`config.mk`:
```
export PLATFORM = sky130hd
export DESIGN_NAME = fpm_front
export DESIGN_NICKNAME = d
export VERILOG_FILES = /design/src/sv/fpm_pkg.sv /design/src/sv/fpm_front.sv
export SDC_FILE = /design/constraint.sdc
export NUM_CORES = 1
export LEC_CHECK = 0
export BUFFER_PORTS_ARGS = -buffer_cell sky130_fd_sc_hd__clkbuf_2
export CAP_MARGIN = 25
export CORE_ASPECT_RATIO = 0.5
export CORE_MARGIN = 1.5
export CORE_UTILIZATION = 46
export CTS_CLUSTER_DIAMETER = 80
export DETAILED_ROUTE_END_ITERATION = 7
export GPL_ROUTABILITY_DRIVEN = 0
export GPL_TIMING_DRIVEN = 0
export PLACE_DENSITY_LB_ADDON = 0.2
export SLEW_MARGIN = 20
export SYNTH_ARGS = -nofsm -noshare
export SYNTH_HDL_FRONTEND = slang
export SYNTH_SLANG_ARGS = --single-unit
```
`constraint.sdc`:
```
create_clock -name clk -period 5.1 [get_ports clk]
set_clock_uncertainty 0.1 [all_clocks]
set_input_delay 0 -clock clk [delete_from_list [all_inputs] [get_ports clk]]
set_output_delay 0 -clock clk [all_outputs]
set_load 0.01 [all_outputs]
```
`src/sv/fpm_pkg.sv`:
```
// Shared types and constants for the prefix-max binary indexed tree.
// Used by fpm_front, fpm_back and fenwick_prefix_max_unit; depends on nothing.
`default_nettype none

package fpm_pkg;

	localparam int POS_W = 11;
	localparam int VAL_W = 32;
	// Wide enough to hold twice the largest supported tree size.
	localparam int IDX_W = 22;

	localparam logic OP_QUERY  = 1'b0;
	localparam logic OP_UPDATE = 1'b1;

	typedef struct packed {
		logic             op;
		logic [IDX_W-1:0] bound;
		logic [VAL_W-1:0] value;
	} cmd_t;

	typedef struct packed {
		logic cmd_pop;
		logic init_busy;
	} back_stat_t;

endpackage

`default_nettype wire

```
`src/sv/fpm_front.sv`:
```
// Front end: accepts words, drops updates no node covers, clamps query bounds,
// and holds accepted commands in a two-entry queue. Depends on fpm_pkg.
`default_nettype none

module fpm_front #(
	parameter int TREE_SIZE = 1024
) (
	input  wire logic                      clk,
	input  wire logic                      arst_n,
	input  wire logic                      push,
	output      logic                      full,
	input  wire logic                      operation,
	input  wire logic [fpm_pkg::POS_W-1:0] position,
	input  wire logic [fpm_pkg::VAL_W-1:0] new_value,
	output      logic                      cmd_valid,
	output      fpm_pkg::cmd_t             cmd,
	input  wire fpm_pkg::back_stat_t       stat
);

	import fpm_pkg::*;

	logic [IDX_W-1:0] pos_ext;
	logic             pos_over;
	logic             keep;
	logic             accept;
	logic             enq;
	logic             deq;
	cmd_t             new_cmd;
	cmd_t             fifo_q [2];
	logic             wr_ptr_q;
	logic             rd_ptr_q;
	logic [1:0]       cnt_q;

	assign pos_ext  = IDX_W'(position);
	assign pos_over = pos_ext > IDX_W'(TREE_SIZE);

	// Updates at position zero or past the last node touch nothing.
	assign keep = (operation == OP_QUERY) || ((pos_ext != '0) && !pos_over);

	assign full   = stat.init_busy || (cnt_q == 2'd2);
	assign accept = push && !full;
	assign enq    = accept && keep;
	assign deq    = stat.cmd_pop;

	always_comb begin
		new_cmd.op    = operation;
		new_cmd.bound = pos_over ? IDX_W'(TREE_SIZE) : pos_ext;
		new_cmd.value = new_value;
	end

	assign cmd_valid = cnt_q != 2'd0;
	assign cmd       = fifo_q[rd_ptr_q];

	always_ff @(posedge clk or negedge arst_n) begin
		if (!arst_n) begin
			wr_ptr_q <= 1'b0;
			rd_ptr_q <= 1'b0;
			cnt_q    <= 2'd0;
		end else begin
			if (enq) begin
				wr_ptr_q <= ~wr_ptr_q;
			end
			if (deq) begin
				rd_ptr_q <= ~rd_ptr_q;
			end
			if (enq && !deq) begin
				cnt_q <= cnt_q + 2'd1;
			end else if (deq && !enq) begin
				cnt_q <= cnt_q - 2'd1;
			end
		end
	end

	always_ff @(posedge clk) begin
		if (enq) begin
			fifo_q[wr_ptr_q] <= new_cmd;
		end
	end

	a_cnt_bound: assert property (@(posedge clk) disable iff (!arst_n)
		cnt_q != 2'd3)
		else $error("command queue count out of range");

	a_enq_grows: assert property (@(posedge clk) disable iff (!arst_n)
		enq && !deq |=> cnt_q == $past(cnt_q) + 2'd1)
		else $error("enqueued command did not raise the count");

	a_upd_in_range: assert property (@(posedge clk) disable iff (!arst_n)
		cmd_valid && (cmd.op == OP_UPDATE) |->
			(cmd.bound != '0) && (cmd.bound <= IDX_W'(TREE_SIZE)))
		else $error("queued update targets no tree node");

endmodule

`default_nettype wire

```
==> impl_results.md <==
* Outcome: finished, final reports clean
* Die width at 128 um
* Dpl cells at 393
* Tcrit/Tclk final at 50.4%
* Reg2Reg Launch Point: cnt_q[0]
* Flops & latches, synth at 92
* Post-route DRC at 0
* Leak Pwr at 1.99 nW
* Synthesized area at 3590 um2
* Cts repair resizes at 0
* Post-synthesis async set-or-reset flop share at 4.35%
* Largest net degree at the start of global routing at 24
* Drt wl/cell at 14.8 um
* RR Endpoint: fifo_q[1][8]
* Reg2Reg Setup Slack at 2.76 ns
* Fraction of layout cells with a size suffix above 1 at 46.9%
* Setup TNS at 0 ns
* Critical path required time at 5.03 ns
* Synth area leader: edfxtp_1
* Initial Util at 48.3%
* RSZ-0062 raised after global routing: false
* Num rows at 22
* Initial antenna violation count at 0
* Fin cells at 456
* Root Buffer: clkbuf_16
* Final-stage net count at 405
* Post-CTS setup buffers at 0
* Core region area at 7430 um2
* CTS tree: built
* Hpwl dp at 4510 um
* Register area share after synthesis at 76.4%
* GRT Util Overall at 16.9%
* Worst r2r path cells at 5
* Final Hold Fails at 0
* Critical Path End: fifo_q[1][8]
* Final min period at 2.57 ns
* Synth cell types at 26
* Ant diodes at 0
* Max stage delay on crit path at 0.62 ns
* Crit-path cells: dlygate4sd3_1 -> clkbuf_2 -> nor4_2 -> o2111ai_1 -> nor3_2 -> and2_2 -> buf_16
* First-pass GRT wire length at 10500 um
* Crit start category: input pin
* Synth area leaders: edfxtp_1 (74%), mux2_2 (11%), mux2_1 (3.1%), dfrtp_1 (2.8%), buf_4 (2.3%)
* WHS at 0.100 ns
* DR vias at 2134
* H-tree levels at 3
* Fmax at 389 MHz
* Final setup vio count at 0
* Max IR drop VDD at 0.199 mV
* Antenna-violating nets left at 0
* EDFF count, synth at 88
* Worst rel slew slack at 57.1%
* Fin util at 67.8%
* Skew-Pair Late Insertion Delay at 0.33 ns
* Clock slew at reported path FFs at 0.06 ns
* Vias in the first global route at 2183
* Min-Delay Path Class: in -> reg
* Syn avg cell area at 19.1 um2
* Die area at 8370 um2
* Die H at 65.5 um
* Top-area cell type share of the netlist area at 73.6%
* IO buf count at 94
* Clk buf depth at 2
* Final Max Tran Viols at 0
* Final Cell Area at 5040 um2
* Setup crit end kind: register
* Area Overhead vs Synth at 40.4%
* FILL cells at 544
* Top_reg_cell synth: edfxtp_1
* Critical path arrival at 2.50 ns
* Ports at 106
* Ys Warns at 0
* Clock sink count at 92
* Worst slew pin tran at 0.644 ns
* WS Path Type: in -> reg
* Multi-input combinational cell area at 778 um2
* Slowest-stage cell, CP: and2_2
* Critical path peak fanout at 23
* Mapped Cells at 188
* Total CTS buffers at 9
* Register area at 2740 um2
* Placed Area at 4310 um2
* Worst Slack Setup Final at 2.53 ns
* Routed vias/inst at 4.68
* Final wirelength at 6750 um
* Pwr Density at 414 nW/um2
* Max Cap Viol at 0
* Iter 0 DRT Violations at 88
* Pre-CTS WS at 2.73 ns
* Pre-antenna DRT Iters at 6
* Pwr Total at 2.09 mW
* Grt total ovfl at 0
* Worst Setup SP: position[0]
==> state kept, by name, summed over array words and instances, names as in the netlist <==
name,count
fifo_q,88
cnt_q,2
rd_ptr_q,1
wr_ptr_q,1
==> synthesized netlist by cell type (all sizes together), types with 2 or more instances <==
library cell / n
nor2: 2
xor2: 4
inv: 2
mux2: 44
nor2b: 11
buf: 17
nor4: 3
dfrtp: 4
edfxtp: 88
nand2: 2
==> layout make-up <==
cell class | instances | share of cell area [%]
plain buffers | 18 | 2.28
clock buffers | 11 | 4.62
clock inverters | 5 | 0.571
inverters | 2 | 0.149
multi-input cells | 86 | 15.4
flip-flops and latches | 92 | 54.4
well taps | 96 | 2.38
repair buffers | 146 | 20.1
==> how the worst min path moves through the flow <==
stage / cells after the start / from / to
after detailed placement: 1 / arst_n / cnt_q[1]
after floorplan: 0 / arst_n / cnt_q[0]
after CTS: 4 / push / wr_ptr_q
after global placement: 1 / arst_n / cnt_q[1]
after global routing: 4 / push / wr_ptr_q
final: 4 / push / wr_ptr_q
==> cell families after synthesis <==
group	share of synthesized area [%]
AO/OA/AOI/OAI	0.383
XOR/XNOR	1.22
adder cells (fa/ha/maj)	0.348
buffers and inverters	3.42
flip-flops	76.4
multiplexers	13.8
other	0.104
AND/OR/NAND/NOR	4.32
==> critical path: cells and delay by family <==
| kind | cells | cell delay, ns |
|---|---|---|
| and+or+nand+nor | 3 | 1.27 |
| buffers and inverters | 3 | 0.93 |
| AOI/OAI and AO/OA | 1 | 0.30 |
==> cell usage in the layout (no fill, tap or decap), drive strengths merged, types with 3 or more instances in the layout <==
master / instances
conb: 11
buf: 22
mux2: 44
clkinv: 3
xor2: 4
dlygate4sd3: 47
nor4: 3
clkbuf: 106
nor2b: 11
edfxtp: 88
dfrtp: 4
==> what timing repair did <==
action                                 4_1_cts  5_1_grt
endpoints found under the hold margin       94        0
hold buffers                                47        0
setup endpoints to repair                    0        0
==> routing by layer <==
| metal | vias up | track usage [%] | routed length [um] |
|---|---|---|---|
| met5 | - | 0 | 0 |
| met4 | 0 | 4.21 | 47 |
| met3 | 4 | 5.37 | 363 |
| met2 | 69 | 30.6 | 3460 |
| met1 | 1030 | 19.7 | 2880 |
| li1 | 1031 | - | - |
==> power by group <==
| group | total (mW) | internal (mW) | switching [mW] |
|---|---|---|---|
| sequential | 0.932 | 0.906 | 0.0263 |
| clock | 0.581 | 0.327 | 0.255 |
| combinational | 0.574 | 0.289 | 0.285 |
No activity file was read; power rests on OpenSTA's default activity.
